File: config.mk
export PLATFORM = sky130hd
export DESIGN_NAME = servo_pulse_width_controller_core
export DESIGN_NICKNAME = d
export VERILOG_FILES = /design/src/design/spwc_pkg.sv /design/src/design/spwc_update.sv /design/src/design/spwc_compare.sv /design/src/design/servo_pulse_width_controller_core.sv
export SDC_FILE = /design/constraint.sdc
export NUM_CORES = 1
export LEC_CHECK = 0
export BUFFER_PORTS_ARGS = -buffer_cell sky130_fd_sc_hd__buf_2
export CAP_MARGIN = 10
export CORE_MARGIN = 2
export CORE_UTILIZATION = 39
export CTS_CLUSTER_SIZE = 40
export DETAILED_ROUTE_END_ITERATION = 10
export REMOVE_ABC_BUFFERS = 1
export SLEW_MARGIN = 20
export SYNTH_ARGS = -nofsm -noshare
export SYNTH_HDL_FRONTEND = slang
export SYNTH_SLANG_ARGS = --single-unit
File: constraint.sdc
create_clock -name clk_i -period 12.45 [get_ports clk_i]
set_input_delay 1.245 -clock clk_i [delete_from_list [all_inputs] [get_ports clk_i]]
set_output_delay 1.245 -clock clk_i [all_outputs]
set_load 0.01 [all_outputs]
File: src/design/spwc_pkg.sv
`timescale 1ns / 1ps
// ----------------------------------------------------------------------------
// spwc_pkg
// Shared types, codes and constants for the servo pulse-width controller.
// ----------------------------------------------------------------------------
package spwc_pkg;

  localparam int unsigned WidthW = 11;
  localparam int unsigned CmpW   = 13;
  localparam int unsigned KeyW   = 3;

  typedef enum logic [1:0] {
    MODE_CENTER = 2'd0,
    MODE_MANUAL = 2'd1,
    MODE_AUTO   = 2'd2
  } mode_e;

  typedef enum logic [KeyW-1:0] {
    KEY_OK    = 3'd0,
    KEY_LEFT  = 3'd1,
    KEY_RIGHT = 3'd2,
    KEY_DOWN  = 3'd3,
    KEY_UP    = 3'd4
  } key_e;

  localparam logic REQ_KEY  = 1'b0;
  localparam logic REQ_TICK = 1'b1;

  localparam logic [WidthW-1:0] WIDTH_CENTER = 11'd1500;
  localparam logic [WidthW-1:0] WIDTH_MIN    = 11'd1000;
  localparam logic [WidthW-1:0] WIDTH_MAX    = 11'd2000;
  localparam logic [WidthW-1:0] SWEEP_LOW    = 11'd1010;
  localparam logic [WidthW-1:0] SWEEP_HIGH   = 11'd1990;
  localparam logic [WidthW-1:0] STEP_FINE    = 11'd1;
  localparam logic [WidthW-1:0] STEP_COARSE  = 11'd10;

  // x/5 == (x * 52429) >> 18 for every x below 81920
  localparam logic [15:0] RECIP5      = 16'd52429;
  localparam int unsigned RECIP5_SHIFT = 18;

  typedef struct packed {
    mode_e             mode;
    logic [WidthW-1:0] width;
    logic              dir_up;
  } ctl_state_t;

  typedef struct packed {
    logic            req_type;
    logic [KeyW-1:0] key_code;
    logic            is_release;
  } req_t;

endpackage

File: src/design/spwc_update.sv
`timescale 1ns / 1ps
// ----------------------------------------------------------------------------
// spwc_update
// Next mode, width and sweep direction for one key or tick item.
// ----------------------------------------------------------------------------
module spwc_update (
  input  spwc_pkg::ctl_state_t cur_i,
  input  spwc_pkg::req_t       req_i,
  output spwc_pkg::ctl_state_t nxt_o,
  output logic                 wrote_o
);

  logic [spwc_pkg::WidthW-1:0] tick_w;

  assign tick_w = cur_i.dir_up ? (cur_i.width + spwc_pkg::STEP_FINE)
                               : (cur_i.width - spwc_pkg::STEP_FINE);

  always_comb begin
    nxt_o   = cur_i;
    wrote_o = 1'b0;
    if (req_i.req_type == spwc_pkg::REQ_KEY) begin
      case (req_i.key_code)
        spwc_pkg::KEY_OK: begin
          if (req_i.is_release) begin
            case (cur_i.mode)
              spwc_pkg::MODE_CENTER: nxt_o.mode = spwc_pkg::MODE_MANUAL;
              spwc_pkg::MODE_MANUAL: nxt_o.mode = spwc_pkg::MODE_AUTO;
              default:               nxt_o.mode = spwc_pkg::MODE_CENTER;
            endcase
            if (nxt_o.mode == spwc_pkg::MODE_CENTER) begin
              nxt_o.width = spwc_pkg::WIDTH_CENTER;
              wrote_o     = 1'b1;
            end
          end
        end
        spwc_pkg::KEY_LEFT: begin
          if (cur_i.width > spwc_pkg::WIDTH_MIN)
            nxt_o.width = cur_i.width - spwc_pkg::STEP_FINE;
          wrote_o = 1'b1;
        end
        spwc_pkg::KEY_RIGHT: begin
          if (cur_i.width < spwc_pkg::WIDTH_MAX)
            nxt_o.width = cur_i.width + spwc_pkg::STEP_FINE;
          wrote_o = 1'b1;
        end
        spwc_pkg::KEY_DOWN: begin
          if (cur_i.width >= spwc_pkg::SWEEP_LOW)
            nxt_o.width = cur_i.width - spwc_pkg::STEP_COARSE;
          wrote_o = 1'b1;
        end
        spwc_pkg::KEY_UP: begin
          if (cur_i.width <= spwc_pkg::SWEEP_HIGH)
            nxt_o.width = cur_i.width + spwc_pkg::STEP_COARSE;
          wrote_o = 1'b1;
        end
        default: ;
      endcase
    end else if (cur_i.mode == spwc_pkg::MODE_AUTO) begin
      nxt_o.width = tick_w;
      if ((tick_w > spwc_pkg::SWEEP_HIGH) || (tick_w < spwc_pkg::SWEEP_LOW))
        nxt_o.dir_up = ~cur_i.dir_up;
      wrote_o = 1'b1;
    end
  end

endmodule

File: src/design/spwc_compare.sv
`timescale 1ns / 1ps
// ----------------------------------------------------------------------------
// spwc_compare
// Timer compare floor(width*16/5) by reciprocal multiply.
// ----------------------------------------------------------------------------
module spwc_compare (
  input  logic [spwc_pkg::WidthW-1:0] width_i,
  output logic [spwc_pkg::CmpW-1:0]   cmp_o
);

  logic [15:0] scaled;
  logic [31:0] prod;

  assign scaled = {1'b0, width_i, 4'b0000};
  assign prod   = scaled * spwc_pkg::RECIP5;
  assign cmp_o  = prod[spwc_pkg::RECIP5_SHIFT +: spwc_pkg::CmpW];

endmodule

File: src/design/servo_pulse_width_controller_core.sv
`timescale 1ns / 1ps
// ----------------------------------------------------------------------------
// servo_pulse_width_controller_core
// Servo tester control: mode, pulse width and sweep direction per item.
// ----------------------------------------------------------------------------
// Usage:
//   Input channel carries one key event or periodic tick per item
//   (req_type_i, key_code_i, is_release_i) under in_valid_i / in_stall_o.
//   Output channel returns one result per item: pulse width, timer compare,
//   mode, sweep direction and a PWM-rewrite flag, under out_valid_o /
//   out_stall_i.
//   Path: an accepted item sits in the input register, then its result
//   in the result register. Throughput: one item per cycle unless the
//   receiver stalls; the state update and compare multiply lie between them.
//   Reset: mode manual, width 1500 us, sweep increasing, both stages empty.
//   Stall: a held result keeps the input register full; in_stall_o rises
//   only when both the input register and the result register are occupied
//   and the receiver stalls.
// ----------------------------------------------------------------------------
module servo_pulse_width_controller_core (
  input  logic                        clk_i,
  input  logic                        rst_ni,
  input  logic                        in_valid_i,
  output logic                        in_stall_o,
  input  logic                        req_type_i,
  input  logic [spwc_pkg::KeyW-1:0]   key_code_i,
  input  logic                        is_release_i,
  output logic                        out_valid_o,
  input  logic                        out_stall_i,
  output logic [spwc_pkg::WidthW-1:0] pulse_width_us_o,
  output logic [spwc_pkg::CmpW-1:0]   compare_value_o,
  output logic [1:0]                  mode_now_o,
  output logic                        sweep_up_o,
  output logic                        pwm_written_o
);

  logic                        in_valid_q;
  spwc_pkg::req_t              req_q;
  spwc_pkg::ctl_state_t        state_q, state_d;
  logic                        wrote_d;
  logic [spwc_pkg::CmpW-1:0]   cmp_d;
  logic                        out_ready;
  logic                        advance;
  logic                        in_take;

  logic                        out_valid_q;
  logic [spwc_pkg::WidthW-1:0] width_q;
  logic [spwc_pkg::CmpW-1:0]   cmp_q;
  logic [1:0]                  mode_q;
  logic                        dir_q;
  logic                        wrote_q;

  assign out_ready  = !out_valid_q || !out_stall_i;
  assign advance    = in_valid_q && out_ready;
  assign in_stall_o = in_valid_q && !out_ready;
  assign in_take    = in_valid_i && !in_stall_o;

  spwc_update u_update (
    .cur_i   (state_q),
    .req_i   (req_q),
    .nxt_o   (state_d),
    .wrote_o (wrote_d)
  );

  spwc_compare u_compare (
    .width_i (state_d.width),
    .cmp_o   (cmp_d)
  );

  always_ff @(posedge clk_i or negedge rst_ni) begin
    if (!rst_ni) begin
      in_valid_q     <= 1'b0;
      out_valid_q    <= 1'b0;
      state_q.mode   <= spwc_pkg::MODE_MANUAL;
      state_q.width  <= spwc_pkg::WIDTH_CENTER;
      state_q.dir_up <= 1'b1;
    end else begin
      if (in_take || advance)
        in_valid_q <= in_take;
      if (out_ready)
        out_valid_q <= in_valid_q;
      if (advance)
        state_q <= state_d;
    end
  end

  always_ff @(posedge clk_i) begin
    if (in_take)
      req_q <= '{req_type: req_type_i, key_code: key_code_i, is_release: is_release_i};
    if (advance) begin
      width_q <= state_d.width;
      cmp_q   <= cmp_d;
      mode_q  <= state_d.mode;
      dir_q   <= state_d.dir_up;
      wrote_q <= wrote_d;
    end
  end

  assign out_valid_o      = out_valid_q;
  assign pulse_width_us_o = width_q;
  assign compare_value_o  = cmp_q;
  assign mode_now_o       = mode_q;
  assign sweep_up_o       = dir_q;
  assign pwm_written_o    = wrote_q;

  a_width_range: assert property (@(posedge clk_i) disable iff (!rst_ni)
    out_valid_o |-> (pulse_width_us_o >= 11'd999) && (pulse_width_us_o <= 11'd2001))
    else $error("pulse width out of range");

  a_cmp_exact: assert property (@(posedge clk_i) disable iff (!rst_ni)
    out_valid_o |-> ({3'b000, compare_value_o} * 16'd5 <= {1'b0, pulse_width_us_o, 4'b0000})
                 && ({1'b0, pulse_width_us_o, 4'b0000} - {3'b000, compare_value_o} * 16'd5
                     < 16'd5))
    else $error("compare value does not match width");

  a_center_width: assert property (@(posedge clk_i) disable iff (!rst_ni)
    (out_valid_o && pwm_written_o && (mode_now_o == spwc_pkg::MODE_CENTER)
     && (state_q.mode == spwc_pkg::MODE_CENTER))
    |-> (pulse_width_us_o >= 11'd999))
    else $error("center mode width invalid");

  a_stall_cause: assert property (@(posedge clk_i) disable iff (!rst_ni)
    in_stall_o |-> (out_valid_o && out_stall_i))
    else $error("input stalled without output back-pressure");

endmodule

# After elaboration in Yosys (flattened, before gate mapping)
# Cells that the tools add are included.
[word_totals]
regBits = 49
in_bits = 9
output_inout_bits = 30
word_cells = 68
[op_classes]
add_sub_neg = 4
mul = 1
order_cmp = 6
n_eq_ne = 6
muxes = 23
bitwise_logic = 1
reduce_logical = 14
[op_table]
columns = ["op", "count"]
rows = [
  ["$mux 11", 7],
  ["$pmux 11 s5", 1],
  ["$mul 11x16->27 const B", 1],
  ["$mux 13", 1],
  ["$mux 12", 1],
  ["$add 11x1->11 const B", 1],
  ["$add 11x4->11 const B", 1],
  ["$ge 11x10->1 const B", 1],
  ["$gt 11x10->1 const B", 1],
  ["$gt 11x11->1 const B", 1],
  ["$le 11x11->1 const B", 1],
  ["$lt 11x10->1 const B", 1],
  ["$lt 11x11->1 const B", 1],
  ["$sub 11x1->11 const B", 1],
  ["$sub 11x4->11 const B", 1],
  ["$mux 2", 5],
  ["$eq 3x2->1 const B", 2],
  ["$mux 1", 6],
  ["$logic_not 1->1", 4],
  ["$logic_not 2->1", 2],
  ["$pmux 2 s2", 1],
  ["$reduce_or 4->1", 1],
  ["$eq 3x1->1 const B", 1],
  ["$eq 3x3->1 const B", 1],
  ["7 further kinds", 11],
]

# Longest topological paths before layout
[logic_depth]
word_depth = 11
mapped_depth = 31
depth_no_buf = 30

# Hierarchy
# A second synthesis with hierarchy kept.
[hier_totals]
cells_unflattened = 709
area_unflattened_um2 = 6386.1
[by_module_without_submodules]
columns = ["module", "instances", "cells_per_inst", "area_per_inst_um2", "seq_area_each_um2"]
rows = [
  ["spwc_compare", 1, 301, 2651.3, 0.0],
  ["spwc_update", 1, 338, 2072.0, 0.0],
  ["servo_pulse_width_controller_core", 1, 70, 1662.8, 1402.6],
]

# Worst setup path after synthesis
# No wires, ideal clock.
[synth_timing]
path_kind = "register -> register"
start = "register state_q[3] in the netlist's numbering"
end = "register cmp_q (netlist bit compare_value_o[12]) (data pin)"
setup_time_ps = 270
t_arrival_ps = 7169
required_time_ps = 12180
slack_ps = 5010
stages_incl_launch_ff = 30
path_buffers = 1
synth_period_minus_slack_ps = 7440
cell_sequence = "dfstp_2 clkbuf_1 inv_1 ha_1 nand2b_1 a21o_1 a21oi_1 nor3_1 nor2_1 o32a_1 a311oi_1 a21o_1 inv_1 ha_1 fa_1 inv_1 fa_1 fa_1 fa_1 inv_1 ha_1 and3_1 a221oi_1 o21ai_0 a21oi_1 o21a_1 o31a_4 a21oi_2 o41ai_2 o2111ai_1"
[synth_rtl]
columns = ["item", "line_no", "text"]
rows = [
  ["from (decl)", "servo_pulse_width_controller_core.sv:39", "spwc_pkg::ctl_state_t state_q, state_d;"],
  ["from (signal assigned)", "servo_pulse_width_controller_core.sv:83", "state_q <= state_d;"],
  ["to (signal assigned)", "servo_pulse_width_controller_core.sv:92", "cmp_q <= cmp_d;"],
  ["to (decl)", "servo_pulse_width_controller_core.sv:48", "logic [spwc_pkg::CmpW-1:0] cmp_q;"],
]

==> results.json <==
{
  "worstSetupStartpointType": "register",
  "grt_pass1_wl_um": 28200,
  "synth-main-ff-cell": "edfxtp_1",
  "fin_crit_sh": 0.679,
  "regArea_sq_um": 1400,
  "fin_nets": 821,
  "r2r_cells": 26,
  "grt_pass1_vias": 5285,
  "critPathRequiredTime_ns": 12.49,
  "final-max-slew-violation-count": 0,
  "grt_setup_unrepaired": "false",
  "clkTransAtPathRegs_ns": 0.07,
  "syn_avg_cell_area_sq_um": 9.10,
  "core_area_sq_um": 15300,
  "multi_input_area_sq_um": 4230,
  "grt_use_total": 0.217,
  "fp.dieW_um": 129,
  "setup_tns_ns": 0,
  "cts_tree": "built",
  "dr.pass1.iters": 5,
  "finClkSkew_ns": 0.0105,
  "path_class": "reg -> reg",
  "drt_iter0_markers": 385,
  "initial_core_util": 0.401,
  "grt_antenna_before_repair": 0,
  "synth_edf_count": 33,
  "num_rows": 45,
  "hold_buffers": 0,
  "via_per_inst": 5.67,
  "dp_hpwl_um": 13600,
  "fmax_ghz": 0.118,
  "async_reset_ff_frac": 0.327,
  "root_buffer": "clkbuf_16",
  "clock_path_buffers": 2,
  "ant_nets": 0,
  "vias": 5140,
  "die_h_um": 129,
  "port_buffers": 38,
  "end_kind": "register",
  "cp.arrival_ns": 8.50,
  "areaGrowthSynthToFinish_pct": 7.89,
  "grt_overflow": 0,
  "hold_depth": 1,
  "yosysUniqueCellTypes": 74,
  "hold_path.class": "reg -> reg",
  "slew_headroom": 0.294,
  "gp_congestion": 0.982,
  "n_fill_cell": 1568,
  "drv_cap": 0,
  "wl_per_cell_um": 18.9,
  "ys_warn_count": 0,
  "boundaryPins": 39,
  "dieArea_sq_um": 16800,
  "clk_latency_ns": 0.31,
  "worst_pin_slew_ns": 1.05,
  "status": "finished clean",
  "syn_area_sq_um": 6140,
  "setup_viol": 0,
  "ys_seq_area_frac": 0.228,
  "num_antenna_cells": 0,
  "ys_ff_latch": 49,
  "drc": 0,
  "worst-path-max-fanout": 21,
  "htree_levels": 2,
  "post_cts_buffers": 0,
  "cts-buffers-inserted": 5,
  "hold_viol": 0,
  "period_minus_slack_ns": 8.46,
  "ctsResizeCount": 0,
  "routed_wl_um": 17200,
  "drive_gt1_frac": 0.118,
  "grt_max_degree": 38,
  "clock-sinks": 49,
  "synthCells": 675
}
==> worst paths after layout <==
path                            startpoint                   to  slack, ns
worst max-delay path            state_q[6]  compare_value_o[12]       3.99
worst min-delay path            in_valid_q          out_valid_o       0.51
worst max register to register  state_q[6]  compare_value_o[12]       3.99
worst min register to register  in_valid_q          out_valid_o       0.51
max in group asynchronous           rst_ni           state_q[4]      11.25
min in group asynchronous           rst_ni          state_q[13]       0.86
==> metrics by stage <==
| step | instance area, sq um | util | std cells | setup slack (ns) | hold slack, ns |
|---|---|---|---|---|---|
| 2_1_floorplan | 6020 | - | 648 | 5.22 | 0.457 |
| 3_3_place_gp | 6490 | 0.424 | 899 | 4.22 | 0.475 |
| 3_5_place_dp | 6490 | 0.424 | 899 | 4.03 | 0.494 |
| 4_1_cts | 6630 | 0.433 | 907 | 3.97 | 0.518 |
| 5_1_grt | 6630 | 0.433 | 907 | 3.49 | 0.529 |
| 6_report | 6630 | 0.433 | 907 | 3.99 | 0.509 |
==> kinds of logic after synthesis <==
group	Yosys count	share of synthesized area
AO/OA/AOI/OAI	159	0.187
XOR/XNOR	37	0.0528
adder cells (fa/ha/maj)	117	0.285
buffers and inverters	130	0.0831
flip-flops	49	0.228
multiplexers	15	0.0265
AND/OR/NAND/NOR	168	0.137
==> placed cells by master, fill, tap and decap left out, drive strengths merged, types with 5 or more instances in the layout <==
cell type  count
o221ai         6
buf           40
nand2         41
o22ai          7
edfxtp        33
and3           8
mux2          10
o31ai          6
nand2b         9
o21ai         35
or3            6
nor2          40
mux2i          5
dfstp          9
o41ai          7
nand4          9
dfrtp          7
and2           6
a21oi         33
xnor2         20
a21o          12
clkbuf         6
inv          102
xor2          17
nand3         16
o21a           6
nor3          15
fa            38
ha            79
a2111oi        6
==> registers in the layout, summed over array words and instances, names as in the netlist <==
signal            count
state_q              14
compare_value_o      13
pulse_width_us_o     11
req_q                 5
mode_now_o            2
in_valid_q            1
out_valid_o           1
pwm_written_o         1
sweep_up_o            1
==> area by class of cell <==
class                      instances  area share
tap                              211      0.0398
inverter                         103      0.0584
multi-input combinational        496       0.638
sequential                        49       0.212
timing repair buffer              40      0.0310
clock inverter                     2     0.00151
clock buffer                       6      0.0195
==> worst max-delay path: stages, from the launching register on <==
cell	delay, ns
dfrtp_1	0.77
and3_1	0.46
and3_1	0.25
a21oi_1	0.10
nor3_1	0.81
nor2_1	0.17
o32a_1	0.39
a311oi_1	0.27
a21o_1	0.18
inv_1	0.12
ha_1	0.33
fa_1	0.54
inv_1	0.10
fa_1	0.58
fa_1	0.45
fa_1	0.52
inv_1	0.05
ha_1	0.33
and3_1	0.23
a221oi_1	0.33
o21ai_0	0.14
a21oi_1	0.20
o21a_1	0.15
o31a_4	0.17
a21oi_2	0.09
o41ai_2	0.31
o2111ai_1	0.15
==> Yosys cell counts (5+ instances only) <==
| cell | n | area (sq um) |
|---|---|---|
| inv_1 | 101 | 379 |
| ha_1 | 79 | 988 |
| nand2_1 | 40 | 150 |
| nor2_1 | 40 | 150 |
| fa_1 | 38 | 761 |
| o21ai_0 | 34 | 170 |
| edfxtp_1 | 33 | 991 |
| a21oi_1 | 32 | 160 |
| xnor2_1 | 20 | 175 |
| clkbuf_1 | 17 | 63.8 |
| xor2_1 | 17 | 149 |
| nand3_1 | 15 | 75.1 |
| nor3_1 | 15 | 75.1 |
| a21o_1 | 12 | 90.1 |
| mux2_2 | 10 | 113 |
| dfstp_2 | 9 | 236 |
| nand2b_1 | 9 | 56.3 |
| nand4_1 | 9 | 56.3 |
| and3_1 | 8 | 50.1 |
| dfrtp_1 | 7 | 175 |
| o22ai_1 | 7 | 43.8 |
| and2_1 | 6 | 37.5 |
| o21a_1 | 6 | 45.0 |
| o221ai_1 | 6 | 52.6 |
| or3_1 | 6 | 37.5 |
| a2111oi_0 | 5 | 43.8 |
| mux2i_1 | 5 | 50.1 |
| o41ai_1 | 5 | 43.8 |
==> metal layers <==
metal | track usage | routed length [um]
met5 | 0 | 0
met4 | 0.0911 | 538
met3 | 0.0310 | 682
met2 | 0.380 | 8720
met1 | 0.269 | 7240
Power is not shown: default switching activity piles up to over one toggle a cycle in this logic, so the estimate is an artifact.
